[config.mk]
export PLATFORM = sky130hd
export DESIGN_NAME = met_fifo
export DESIGN_NICKNAME = d
export VERILOG_FILES = /design/src/design/met_pkg.sv /design/src/design/met_fifo.sv
export SDC_FILE = /design/constraint.sdc
export NUM_CORES = 1
export LEC_CHECK = 0
export ABC_AREA = 1
export BUFFER_PORTS_ARGS = -buffer_cell sky130_fd_sc_hd__buf_2
export CORE_MARGIN = 2
export CORE_UTILIZATION = 55
export DETAILED_ROUTE_END_ITERATION = 7
export PLACE_DENSITY = 0.75
export SYNTH_ARGS = -nofsm -noshare
export SYNTH_HDL_FRONTEND = slang
export SYNTH_SLANG_ARGS = --single-unit
[constraint.sdc]
create_clock -name aclk -period 2.95 [get_ports aclk]
set_input_delay 0.1475 -clock aclk [delete_from_list [all_inputs] [get_ports aclk]]
set_output_delay 0.1475 -clock aclk [all_outputs]
set_load 0.05 [all_outputs]
[src/design/met_pkg.sv]
// ----------------------------------------------------------------------------
// met_pkg
// Shared types, constants and helpers of the escape-time pixel unit.
// ----------------------------------------------------------------------------
package met_pkg;

    // image size and fixed-point format
    localparam int IMAGE_WIDTH  = 1024;
    localparam int IMAGE_HEIGHT = 1024;
    localparam int FRAC_BITS    = 28;

    // field widths
    localparam int WORD_W   = 32;
    localparam int STEP_W   = 31;
    localparam int ITER_W   = 16;
    localparam int IDX_W    = 10;
    localparam int INT_W    = 8;
    localparam int PROD_W   = 64;
    localparam int DIVD_W   = ITER_W + INT_W;

    // front-to-back queue
    localparam int QUEUE_DEPTH = 4;
    localparam int QPTR_W      = $clog2(QUEUE_DEPTH);
    localparam int QCNT_W      = $clog2(QUEUE_DEPTH + 1);

    // register map, index = paddr / 4
    localparam int ADDR_W = 5;
    localparam logic [2:0] REG_ORIGIN_REAL = 3'd0;
    localparam logic [2:0] REG_ORIGIN_IMAG = 3'd1;
    localparam logic [2:0] REG_STEP_REAL   = 3'd2;
    localparam logic [2:0] REG_STEP_IMAG   = 3'd3;
    localparam logic [2:0] REG_MAX_ITER    = 3'd4;

    // register reset values
    localparam logic signed [WORD_W-1:0] ORIGIN_REAL_RST = -32'sd536870912;
    localparam logic signed [WORD_W-1:0] ORIGIN_IMAG_RST = -32'sd536870912;
    localparam logic [STEP_W-1:0]        STEP_REAL_RST   = 31'd1048576;
    localparam logic [STEP_W-1:0]        STEP_IMAG_RST   = 31'd1048576;
    localparam logic [ITER_W-1:0]        MAX_ITER_RST    = 16'd100;

    // saturation limits and escape radius squared
    localparam logic signed [PROD_W-1:0] WORD_MAX_W = 64'sd2147483647;
    localparam logic signed [PROD_W-1:0] WORD_MIN_W = -64'sd2147483648;
    localparam logic signed [PROD_W-1:0] FOUR_W     = 64'sd4 <<< FRAC_BITS;

    // complex point handed from front to back
    typedef struct packed {
        logic signed [WORD_W-1:0] cr;
        logic signed [WORD_W-1:0] ci;
    } point_t;

    // divider request
    typedef struct packed {
        logic              start;
        logic [DIVD_W-1:0] dividend;
        logic [ITER_W-1:0] divisor;
    } div_req_t;

    // clamp a wide signed value to the signed word range
    function automatic logic signed [WORD_W-1:0] sat_word(input logic signed [PROD_W-1:0] v);
        logic signed [WORD_W-1:0] r;
        if (v > WORD_MAX_W) begin
            r = WORD_MAX_W[WORD_W-1:0];
        end else if (v < WORD_MIN_W) begin
            r = WORD_MIN_W[WORD_W-1:0];
        end else begin
            r = v[WORD_W-1:0];
        end
        return r;
    endfunction

endpackage

[src/design/met_fifo.sv]
// ----------------------------------------------------------------------------
// met_fifo
// Small queue of complex points between the front and the iteration engine.
// ----------------------------------------------------------------------------
module met_fifo (
    input  logic                    aclk,
    input  logic                    aresetn,
    input  logic                    push,
    input  met_pkg::point_t         push_data,
    input  logic                    pop,
    output met_pkg::point_t         head,
    output logic                    empty,
    output logic [met_pkg::QCNT_W-1:0] level
);
    import met_pkg::*;

    point_t            mem [QUEUE_DEPTH];
    logic [QPTR_W-1:0] wr_ptr_reg, wr_ptr_next;
    logic [QPTR_W-1:0] rd_ptr_reg, rd_ptr_next;
    logic [QCNT_W-1:0] count_reg, count_next;

    // pointer and fill count update
    always_comb begin
        wr_ptr_next = wr_ptr_reg;
        rd_ptr_next = rd_ptr_reg;
        count_next  = count_reg;
        if (push) begin
            wr_ptr_next = (wr_ptr_reg == QPTR_W'(QUEUE_DEPTH - 1)) ? '0 : wr_ptr_reg + 1'b1;
        end
        if (pop) begin
            rd_ptr_next = (rd_ptr_reg == QPTR_W'(QUEUE_DEPTH - 1)) ? '0 : rd_ptr_reg + 1'b1;
        end
        if (push && !pop) begin
            count_next = count_reg + 1'b1;
        end else if (pop && !push) begin
            count_next = count_reg - 1'b1;
        end
    end

    always_ff @(posedge aclk) begin
        if (!aresetn) begin
            wr_ptr_reg <= '0;
            rd_ptr_reg <= '0;
            count_reg  <= '0;
        end else begin
            wr_ptr_reg <= wr_ptr_next;
            rd_ptr_reg <= rd_ptr_next;
            count_reg  <= count_next;
        end
    end

    // storage
    always_ff @(posedge aclk) begin
        if (push) begin
            mem[wr_ptr_reg] <= push_data;
        end
    end

    assign head  = mem[rd_ptr_reg];
    assign empty = (count_reg == '0);
    assign level = count_reg;

endmodule

* Yosys cells after proc, flatten, opt, wreduce, memory -nomap -nowiden *
Memories as Yosys holds them, arrays and structs flattened. A register that Yosys moved wholly into a read port is not among the register bits.
Cells that the tools add are included.

storage, ports and cells
  register bits after elaboration = 7
  RAM bits = 256
  bits of input ports = 68
  memories kept = 1

memories
  name  depth  bits a word  rd ports  clocked after Yosys merged registers in  wr ports  RTL line        text
  mem   4      64           1         1                                        1         met_fifo.sv:17  point_t mem [QUEUE_DEPTH];

operators by class
  $add $sub $neg = 4
  eq/ne operators = 2
  muxes and demuxes = 8
  reductions and logical operators = 6

operator list
  operator               count
  $mux W2                4
  $mux W3                2
  $add A2 B1 Y2 const B  2
  $eq A2 B2 Y1 const B   2
  $add A3 B1 Y3 const B  1
  $logic_not A3 Y1       1
  $sub A3 B1 Y3 const B  1
  $logic_and A1 B1 Y1    2
  $logic_not A1 Y1       2
  $mux W1                2
  $reduce_bool A2 Y1     1

* Longest topological paths before layout *
  word-level depth = 4
  gate-level depth with buffers = 10
  gate-level depth less buffers = 10

* Worst setup path after synthesis *
OpenSTA, ideal clock, no wires.

  kind = reg2reg
  from = register wr_ptr_reg[0]
  to = memory mem[3][0] (netlist name), enable pin
  library setup time = 418 ps
  arrival time = 1834 ps
  required time = 2532 ps
  path slack = 698 ps
  stages on the path, launching flop included = 4
  path buffers = 0
  period minus slack after synthesis = 2252 ps
  path through = dfxtp_1 > ha_1 > nand2_1 > inv_1

RTL lines
  element                 RTL line        text
  from (decl)             met_fifo.sv:18  logic [QPTR_W-1:0] wr_ptr_reg, wr_ptr_next;
  from (signal assigned)  met_fifo.sv:46  wr_ptr_reg <= wr_ptr_next;
  to (decl)               met_fifo.sv:17

No word-level cell before the write port.

==> flow_summary.toml <==
[worst_setup_path]
cp_launch_type = "flop"
worst_r2r_start = "wr_ptr_reg[0]"
start_to_end_type_of_the_worst_setup_path = "reg -> out"
arrival_worst_endpoint_ns = 2.34
regToRegEndpoint = "mem[1][27]"
worst_r2r_path_depth = 4
cp.required_ns = 2.80
path_buf_inv = 3
crit_path_max_incr_delay_ns = 0.43
worst_path_dominant_cell_family = "buffers and inverters"
end_kind = "output pin"
r2r_setup_slack_ns = 1.21
crit_chain = "inv_4 > buf_4 > nor2_1 > o22ai_1 > buf_2"
cp_max_fo = 53
worst_path_max_delay_cell = "inv_4"

[yosys]
syn-num-nets = 752
synthesis.instances = 677
ys_seq_area_frac = 0.790
synth_area_per_cell_um2 = 14.7
netlist-cell-type-count = 22
synth_seq_cells = 265
mappedNetlistArea_mm2 = 0.00995
synth.yosys.warnings = 0

[global_routing]
grt_antenna_before_repair = 0
gr-total-overflow = 0
first_pass_grt_wire_length_mm = 33.1
largest_net_degree_at_the_start_of_global_routing = 126
globalRouteTotalUtil = 0.215
grt_pass1_vias = 6528

[cells_and_area]
fin_area_mm2 = 0.0124
largest_register = "mem"
most_common_cell_after_layout_fill_and_taps_aside = "edfxtp_1"
seq_area_mm2 = 0.00787
most-common-layout-cells = "edfxtp_1 (256), nor2_1 (136), buf_2 (135), o21ai_0 (75), dlygate4sd3_1 (67)"
antenna_cells_inserted = 0
areaGrowthSynthToFinish_pct = 24.2
largest_register_ff_count = 256
post-route-util = 0.693
final_layout_size_suffix_gt1_frac = 0.217
final_cells = 1128
multiInputGateArea_mm2 = 0.00174
n_fill_cell = 1195
final_nets = 954

[run_status]
run_status = "complete, no violations"

[clock_tree]
cts_root_buffer = "clkbuf_16"
ctsHtreeMaxLevel = 1
post_cts_buffers = 0
clk_path_buf_depth = 3
tritoncts = "done"
post_cts_resized = 0
worst_setup_hold_path_clk_slew_ns = 0.06
insertion_delay_to_the_later_sink_of_the_worst_skew_pair_ns = 0.51
ctsHoldBuffers = 67
clock_sink_count = 265
num_cts_buffers = 26

[place]
place_hpwl_mm = 11.0
dpl.cell_count = 1013
port-buffer-count = 135
globalplace.congestion = 0.774
preCtsSetupSlack_ns = 1.02
placed_area_mm2 = 0.0108

[worst_hold_path]
worstHoldPathCells = 2
hold_path_start = "push_data[52]"
min_path_type = "in -> reg"
hold_path_end = "mem[1][52]"

[sta]
rsz0062_at_grt = "no"
hold_viol = 0
timing_max_transition_violations_final = 0
final.setup.tns_ns = 0
worst_slew_margin_rel = 0.519
postLayoutSetupSlackWorst_ns = 0.467
setup_violations = 0
timing.final.crit_share = 0.842
timing_worst_slew_pin_value_ns = 0.721
final_critical_path_required_period_ns = 2.48
finalClockSkew_ns = 0.0194
max_freq_mhz = 403

[pwr]
worst_ir_drop_vdd_uv = 462
powerDensity_mw_per_mm2 = 729
p_leak_nw = 4.43

[die]
fp.dieArea_mm2 = 0.0192
core.rowCount = 49
die_y_um = 139
die_w_um = 139
floorplan.initialDensity = 0.558
core-area_mm2 = 0.0178
io_pins = 136

[detailed_routing]
drt.antenna.violating_nets = 0
dr_total_vias = 6296
dr.first_iter.drc_count = 588
detail_route.wirelength_mm = 21.0
routed_via_density = 5.58
detail_route.drc_violations = 0
drt-pass1-iter-count = 4
post_dr_wirelength_cell_um = 18.6

[run]
max-cap-violations = 0
==> power by group <==
part	leakage [nW]	internal, mW	switching, mW	total, mW
logic	1.59	0.340	0.986	1.33
registers	2.43	4.30	0.0467	4.35
clock network	0.420	2.01	1.34	3.35
total	4.43	6.65	2.37	9.02
==> cell usage after synthesis, drive strengths merged <==
cell type | n | area, um^2
a21oi | 3 | 15.0
buf | 24 | 215
clkbuf | 17 | 67.6
clkinv | 1 | 3.75
dfxtp | 9 | 180
edfxtp | 256 | 7690
fa | 1 | 20.0
ha | 6 | 75.1
inv | 15 | 58.8
nand2 | 8 | 30.0
nand3 | 1 | 5.00
nand4 | 1 | 6.26
nor2 | 136 | 510
nor3 | 3 | 15.0
o21ai | 131 | 656
o22ai | 64 | 400
xor2 | 1 | 8.76
==> metrics by stage <==
stage / power [mW] / hold slack (ns)
finish: 9.02 / 0.379
global placement: 5.63 / 0.356
CTS: 9.06 / 0.363
floorplan: 5.33 / 0.246
global route: 9.30 / 0.370
detailed placement: 5.68 / 0.364
==> worst max-delay path by stage <==
stage,slack [ns],start,end,cells after the start
4_1_cts,0.45,flop,head[50],5
3_3_place_gp,1.07,flop,head[50],5
2_1_floorplan,0.70,wr_ptr_reg[0],mem[3][0],3
3_5_place_dp,1.02,flop,head[11],5
6_report,0.47,flop,head[55],5
5_1_grt,0.33,flop,head[1],5
==> final cells by class <==
class	count	share of cell area
Clock buffer	27	0.0546
Clock inverter	21	0.0168
Inverter	16	0.00506
Multi-Input combinational cell	355	0.141
Tap cell	229	0.0232
Timing Repair Buffer	215	0.123
Sequential cell	265	0.637
==> kinds of logic after synthesis <==
group / Yosys count / synth area share
AO/OA/AOI/OAI: 198 / 0.108
XOR/XNOR: 1 / 0.000880
adder cells (fa/ha/maj): 7 / 0.00955
buffers and inverters: 57 / 0.0347
flip-flops: 265 / 0.790
AND/OR/NAND/NOR: 149 / 0.0569
==> layer usage <==
metal / GRT usage / vias to the layer above / wire length [um]
met5: 0 / - / 0
met4: 0.0639 / 0 / 401
met3: 0.0404 / 33 / 1370
met2: 0.377 / 212 / 10700
met1: 0.277 / 3101 / 8530
li1: - / 2950 / -
Power figures use the tool's default switching activity.
