==> src/design/met_pkg.sv <==
// ----------------------------------------------------------------------------
// met_pkg
// Shared types, constants and helpers of the escape-time pixel unit.
// ----------------------------------------------------------------------------
package met_pkg;

    // image size and fixed-point format
    localparam int IMAGE_WIDTH  = 1024;
    localparam int IMAGE_HEIGHT = 1024;
    localparam int FRAC_BITS    = 28;

    // field widths
    localparam int WORD_W   = 32;
    localparam int STEP_W   = 31;
    localparam int ITER_W   = 16;
    localparam int IDX_W    = 10;
    localparam int INT_W    = 8;
    localparam int PROD_W   = 64;
    localparam int DIVD_W   = ITER_W + INT_W;

    // front-to-back queue
    localparam int QUEUE_DEPTH = 4;
    localparam int QPTR_W      = $clog2(QUEUE_DEPTH);
    localparam int QCNT_W      = $clog2(QUEUE_DEPTH + 1);

    // register map, index = paddr / 4
    localparam int ADDR_W = 5;
    localparam logic [2:0] REG_ORIGIN_REAL = 3'd0;
    localparam logic [2:0] REG_ORIGIN_IMAG = 3'd1;
    localparam logic [2:0] REG_STEP_REAL   = 3'd2;
    localparam logic [2:0] REG_STEP_IMAG   = 3'd3;
    localparam logic [2:0] REG_MAX_ITER    = 3'd4;

    // register reset values
    localparam logic signed [WORD_W-1:0] ORIGIN_REAL_RST = -32'sd536870912;
    localparam logic signed [WORD_W-1:0] ORIGIN_IMAG_RST = -32'sd536870912;
    localparam logic [STEP_W-1:0]        STEP_REAL_RST   = 31'd1048576;
    localparam logic [STEP_W-1:0]        STEP_IMAG_RST   = 31'd1048576;
    localparam logic [ITER_W-1:0]        MAX_ITER_RST    = 16'd100;

    // saturation limits and escape radius squared
    localparam logic signed [PROD_W-1:0] WORD_MAX_W = 64'sd2147483647;
    localparam logic signed [PROD_W-1:0] WORD_MIN_W = -64'sd2147483648;
    localparam logic signed [PROD_W-1:0] FOUR_W     = 64'sd4 <<< FRAC_BITS;

    // complex point handed from front to back
    typedef struct packed {
        logic signed [WORD_W-1:0] cr;
        logic signed [WORD_W-1:0] ci;
    } point_t;

    // divider request
    typedef struct packed {
        logic              start;
        logic [DIVD_W-1:0] dividend;
        logic [ITER_W-1:0] divisor;
    } div_req_t;

    // clamp a wide signed value to the signed word range
    function automatic logic signed [WORD_W-1:0] sat_word(input logic signed [PROD_W-1:0] v);
        logic signed [WORD_W-1:0] r;
        if (v > WORD_MAX_W) begin
            r = WORD_MAX_W[WORD_W-1:0];
        end else if (v < WORD_MIN_W) begin
            r = WORD_MIN_W[WORD_W-1:0];
        end else begin
            r = v[WORD_W-1:0];
        end
        return r;
    endfunction

endpackage

==> src/design/met_front.sv <==
// ----------------------------------------------------------------------------
// met_front
// Takes pixel indexes, clamps them to the image and maps them to a point c.
// ----------------------------------------------------------------------------
module met_front (
    input  logic                              aclk,
    input  logic                              aresetn,
    input  logic                              s_tvalid,
    output logic                              s_tready,
    input  logic [23:0]                       s_tdata,   // column[9:0], row[19:10]
    input  logic signed [met_pkg::WORD_W-1:0] origin_real,
    input  logic signed [met_pkg::WORD_W-1:0] origin_imag,
    input  logic [met_pkg::STEP_W-1:0]        step_real,
    input  logic [met_pkg::STEP_W-1:0]        step_imag,
    input  logic [met_pkg::QCNT_W-1:0]        q_level,
    output logic                              push,
    output met_pkg::point_t                   push_data
);
    import met_pkg::*;

    localparam int OFS_W = IDX_W + STEP_W;

    logic [IDX_W-1:0] column, row;
    logic [IDX_W-1:0] col_c, row_c;
    logic             accept;
    logic             v1_reg, v1_next;
    logic [OFS_W-1:0] ofs_re_reg, ofs_re_next;
    logic [OFS_W-1:0] ofs_im_reg, ofs_im_next;

    assign column = s_tdata[IDX_W-1:0];
    assign row    = s_tdata[2*IDX_W-1:IDX_W];

    // clamp indexes beyond the image to the last column or row
    assign col_c = ({3'b0, column} >= 13'(IMAGE_WIDTH))  ? IDX_W'(IMAGE_WIDTH - 1)  : column;
    assign row_c = ({3'b0, row}    >= 13'(IMAGE_HEIGHT)) ? IDX_W'(IMAGE_HEIGHT - 1) : row;

    // room for the item in flight and the new one
    assign s_tready = ({1'b0, q_level} + (QCNT_W + 1)'(v1_reg)) < (QCNT_W + 1)'(QUEUE_DEPTH);
    assign accept   = s_tvalid && s_tready;

    // stage one: index times step
    always_comb begin
        v1_next     = accept;
        ofs_re_next = OFS_W'(col_c) * OFS_W'(step_real);
        ofs_im_next = OFS_W'(row_c) * OFS_W'(step_imag);
    end

    always_ff @(posedge aclk) begin
        if (!aresetn) begin
            v1_reg <= 1'b0;
        end else begin
            v1_reg <= v1_next;
        end
    end

    always_ff @(posedge aclk) begin
        ofs_re_reg <= ofs_re_next;
        ofs_im_reg <= ofs_im_next;
    end

    // stage two: add origin, saturate, push into the queue
    assign push         = v1_reg;
    assign push_data.cr = sat_word($signed(PROD_W'(ofs_re_reg)) + PROD_W'(origin_real));
    assign push_data.ci = sat_word($signed(PROD_W'(ofs_im_reg)) + PROD_W'(origin_imag));

endmodule

==> config.mk <==
export PLATFORM = sky130hd
export DESIGN_NAME = met_front
export DESIGN_NICKNAME = d
export VERILOG_FILES = /design/src/design/met_pkg.sv /design/src/design/met_front.sv
export SDC_FILE = /design/constraint.sdc
export NUM_CORES = 2
export LEC_CHECK = 0
export BUFFER_PORTS_ARGS = -buffer_cell sky130_fd_sc_hd__buf_2
export CAP_MARGIN = 20
export CORE_MARGIN = 1
export CORE_UTILIZATION = 35
export CTS_CLUSTER_SIZE = 14
export DETAILED_ROUTE_END_ITERATION = 6
export GPL_ROUTABILITY_DRIVEN = 0
export PLACE_DENSITY = 0.52
export SLEW_MARGIN = 5
export SYNTH_ARGS = -nofsm -noshare
export SYNTH_HDL_FRONTEND = slang
export SYNTH_SLANG_ARGS = --single-unit
export TNS_END_PERCENT = 100
==> constraint.sdc <==
create_clock -name aclk -period 9.1 [get_ports aclk]
set_clock_uncertainty 0.15 [all_clocks]
set_input_delay 0.91 -clock aclk [delete_from_list [all_inputs] [get_ports aclk]]
set_output_delay 0.91 -clock aclk [all_outputs]
set_load 0.05 [all_outputs]
[Word level (Yosys, flattened, before mapping)]
Cells that the tools add are included.
Operators by class
  $add $sub $neg: 3
  multiply operators: 2
  order comparisons: 5
  mux-type cells: 4
  reduce and logical (&&, ||, !) cells: 1
Operators with widths (number)
  32-bit 2-to-1 mux: 4
  42-bit by 32-bit adder with 43-bit output: 2
  43-bit by 32-bit > comparator with 1-bit output (second input constant): 2
  43-bit by 32-bit < comparator with 1-bit output (second input constant): 2
  10-bit by 31-bit multiplier with 41-bit output: 2
  3-bit by 1-bit adder with 4-bit output: 1
  4-bit by 3-bit < comparator with 1-bit output (second input constant): 1
  1-bit logical AND: 1
Storage, ports and cells
  register bits: 83
  bits of input ports: 156

[Logic depth before layout (Yosys ltp)]
  depth in word-level cells: 4
  mapped depth: 24
  depth with buffers taken out: 22

[Worst setup path before layout]
Ideal clock, no wire load.
  kind: input -> register
  from: in s_tdata[1]
  to: reg ofs_re_reg[39]
  library setup time: 0.072 ns
  arrival time: 6.085 ns
  data required time: 8.878 ns
  setup slack: 2.793 ns
  stages on the path: 21
  buffers on the path: 1
  path through: clkbuf_1 nand2_1 fa_1 inv_1 fa_1 fa_1 fa_1 inv_1 fa_1 inv_1 ha_1 and4_1 and3_1 a221oi_1 o21ai_0 o21ai_0 nand3_1 a32oi_1 o21ai_0 a221oi_1 xnor2_1
Between the ends
  cells in the longest elaborated chain, start to end: 1
RTL lines
  start, declared: line met_front.sv:10  | input logic [23:0] s_tdata,
  10-bit by 31-bit multiplier with 41-bit output: line met_front.sv:44  | ofs_re_next = OFS_W'(col_c) * OFS_W'(step_real);
  via ofs_re_next[39]: line met_front.sv:27  | logic [OFS_W-1:0] ofs_re_reg, ofs_re_next;
  end signal, assigned: line met_front.sv:57  | ofs_re_reg <= ofs_re_next;
  end, declared: line met_front.sv:27
The timed path passes the listed nets, and every way through them passes these cells.
A chain may end at the register's enable or synchronous reset.

[Worst setup path in the final report]
Ends and elaborated chain as after synthesis.

==> summary.txt <==
Global-route wire length before repair: 115000 µm
Filler Cells Inserted: 7638
Routed vias: 20500
Commonest non-fill, non-tap cells in the layout: inv_1, fa_1, nand2_1, and2_1, ha_1
TNS Setup: 0 ps
WL/cell: 17.5 µm
Area Overhead vs Synth: 8.11%
Min-delay worst type: reg2reg
Syn Nets: 3900
Pins over their slew limit: 0
Worst Hold Path EP: push$_SDFF_PN0_
Register area: 1660 µm²
Clock transition at path regs: 70 ps
Initial Util: 35.5%
Post-synth cell types: 75
Synth warnings: 0
Core area: 73300 µm²
Post-CTS Setup Repair Bufs: 0
Final Hold Viols: 0
Multi-input gate area: 22000 µm²
Fin nets: 3977
Setup-failing EPs final: 0
Initial drt markers: 1131
Clock Latency Late Sink: 350 ps
CP endpoint kind: flop
Overflow after GRT: 0
Post-CTS sizing: 0
Row cnt: 99
H-tree depth: 3
Syn_area_per_cell: 8.55 µm²
Pre-antenna DRT Iters: 7
TritonCTS clock tree: yes
Share of the synthesized area in the top cell type: 35.5%
Area leader, netlist: fa_1
Min-delay src: push$_SDFF_PN0_
Number of global-route vias before repair: 21000
Outcome: finished, violations left
Fin crit period: 7110 ps
Post-Syn Area: 26000 µm²
Die area: 75500 µm²
Post-synth EDFFs: 0
DIE HEIGHT: 275 µm
Commonest non-fill, non-tap cell in the layout: inv_1
HPWL Detailed: 58900 µm
Clk sinks: 83
Residual DRC: 10
Root Buffer: clkbuf_16
Failing checks: DRC
Antenna violations before repair: 11
Routed Antenna Nets: 0
CP Data Arrival Time: 7240 ps
Most used DFF post-synth: dfxtp_1
Final cycle utilization of the critical path: 78.1%
Worst R2R End: push$_SDFF_PN0_
TritonCTS buffer count: 9
FF-to-FF path depth: 2
Ports: 222
Setup CP Type: in2reg
RR Startpoint: push$_SDFF_PN0_
Largest net degree at the start of global routing: 32
RSZ-0062 raised after global routing: false
Reg2reg setup slack: 8240 ps
Total GRT Usage: 19.2%
Vias per cell: 5.00
Worst Max-Slew Pin Slew: 1060 ps
Leading cell types by total area after synthesis: fa_1, ha_1, and2_1, inv_1, dfxtp_1
WP data required: 9230 ps
Post-Route WL: 71400 µm
Post-synthesis sequential area ratio: 6.38%
Clk buf depth: 2
Syn Inst Count: 3046
Worst Path Max Fanout: 31
Number of hold buffers added after cts: 0
I/O Buffers: 217
FMAX: 141 MHz
Share of cells above drive strength 1: 8.50%
Number of synthesized register bits: 83
Startpoint types: input port
Relative slew margins: 27.6%
Hold Path Cell Cnt: 2
Die Wd: 275 µm
Max-cap violations: 0
Async set or reset register ratio after synthesis: 0%
## Yosys cell counts, drive strengths merged, types with 5 or more instances
library cell	n
inv	464
fa	462
nand2	371
and2	338
ha	236
clkbuf	144
a21oi	139
a21o	133
xnor2	94
o21ai	89
dfxtp	83
nor2	68
xor2	52
nand3	32
a31oi	26
nand2b	24
o21bai	21
a211oi	19
nand4	19
o21a	19
nor2b	18
o211ai	17
and3	16
nor3	15
buf	11
nor4	9
a31o	8
or2	8
and4	7
a221oi	6
o31ai	6
or3	6
o2111ai	5
## critical path, stage by stage
cell and delay [ps]:
buf_2 580, nand2_1 170, fa_1 570, inv_1 50
fa_1 490, fa_1 500, fa_1 500, inv_1 50
fa_1 470, inv_1 40, ha_1 360, and4_1 260
and3_1 220, a221oi_1 430, o21ai_0 160, o21ai_0 280
nand3_1 190, a32oi_1 310, o21ai_0 160, a221oi_1 330
xnor2_1 160
## logic make-up (layout without fill, tap and decap cells)
family	Yosys count	in the layout	synth area share, %
compound gates	546	546	14.0
mux	4	4	0.154
flops	83	83	6.38
xor+xnor	146	146	4.91
buf+inv	619	701	9.01
simple gates	950	950	18.6
other cells	0	7	0
fa+ha+maj	698	698	46.9
## stage by stage
stage / std cells / util [%] / area [µm²] / hold WS [ps] / worst slack (ps)
after floorplan: 3046 / - / 26000 / 882 / 2790
after global placement: 4071 / 37.9 / 27800 / 471 / 1680
after detailed placement: 4071 / 37.9 / 27800 / 474 / 1690
after CTS: 4087 / 38.4 / 28100 / 487 / 2050
after global routing: 4092 / 38.4 / 28100 / 529 / 1670
final: 4094 / 38.4 / 28100 / 478 / 1990
## worst max-delay path by stage
stage	end	startpoint	cells after the start	slack, ps
2_1_floorplan	ofs_re_reg[39]$_DFF_P_	s_tdata[1]	21	2790
3_3_place_gp	ofs_re_reg[39]$_DFF_P_	s_tdata[1]	21	1680
3_5_place_dp	ofs_re_reg[39]$_DFF_P_	s_tdata[1]	21	1690
4_1_cts	ofs_re_reg[39]$_DFF_P_	s_tdata[1]	21	2050
5_1_grt	ofs_re_reg[39]$_DFF_P_	s_tdata[1]	21	1670
6_report	ofs_re_reg[39]$_DFF_P_	s_tdata[1]	21	1990
## final cells by class
cell class | instances | area share, %
Multi-Input combinational cell | 2344 | 78.4
Inverter | 464 | 6.19
Sequential cell | 83 | 5.90
Tap cell | 959 | 4.26
Timing Repair Buffer | 221 | 3.97
Clock buffer | 9 | 0.800
Clock inverter | 7 | 0.462
Antenna cell | 7 | 0.0622
## metal layers
metal	global-route usage [%]	vias to the layer above	share of wire, %
li1	-	9890	-
met4	3.19	6	0.90
met5	0	-	0.067
met1	29.2	10200	52
met2	29.7	337	44
met3	1.67	42	3.4
Power is left out: the tool's default activity adds up to more than one toggle a clock period on the data nets, which glitch-free logic cannot reach.
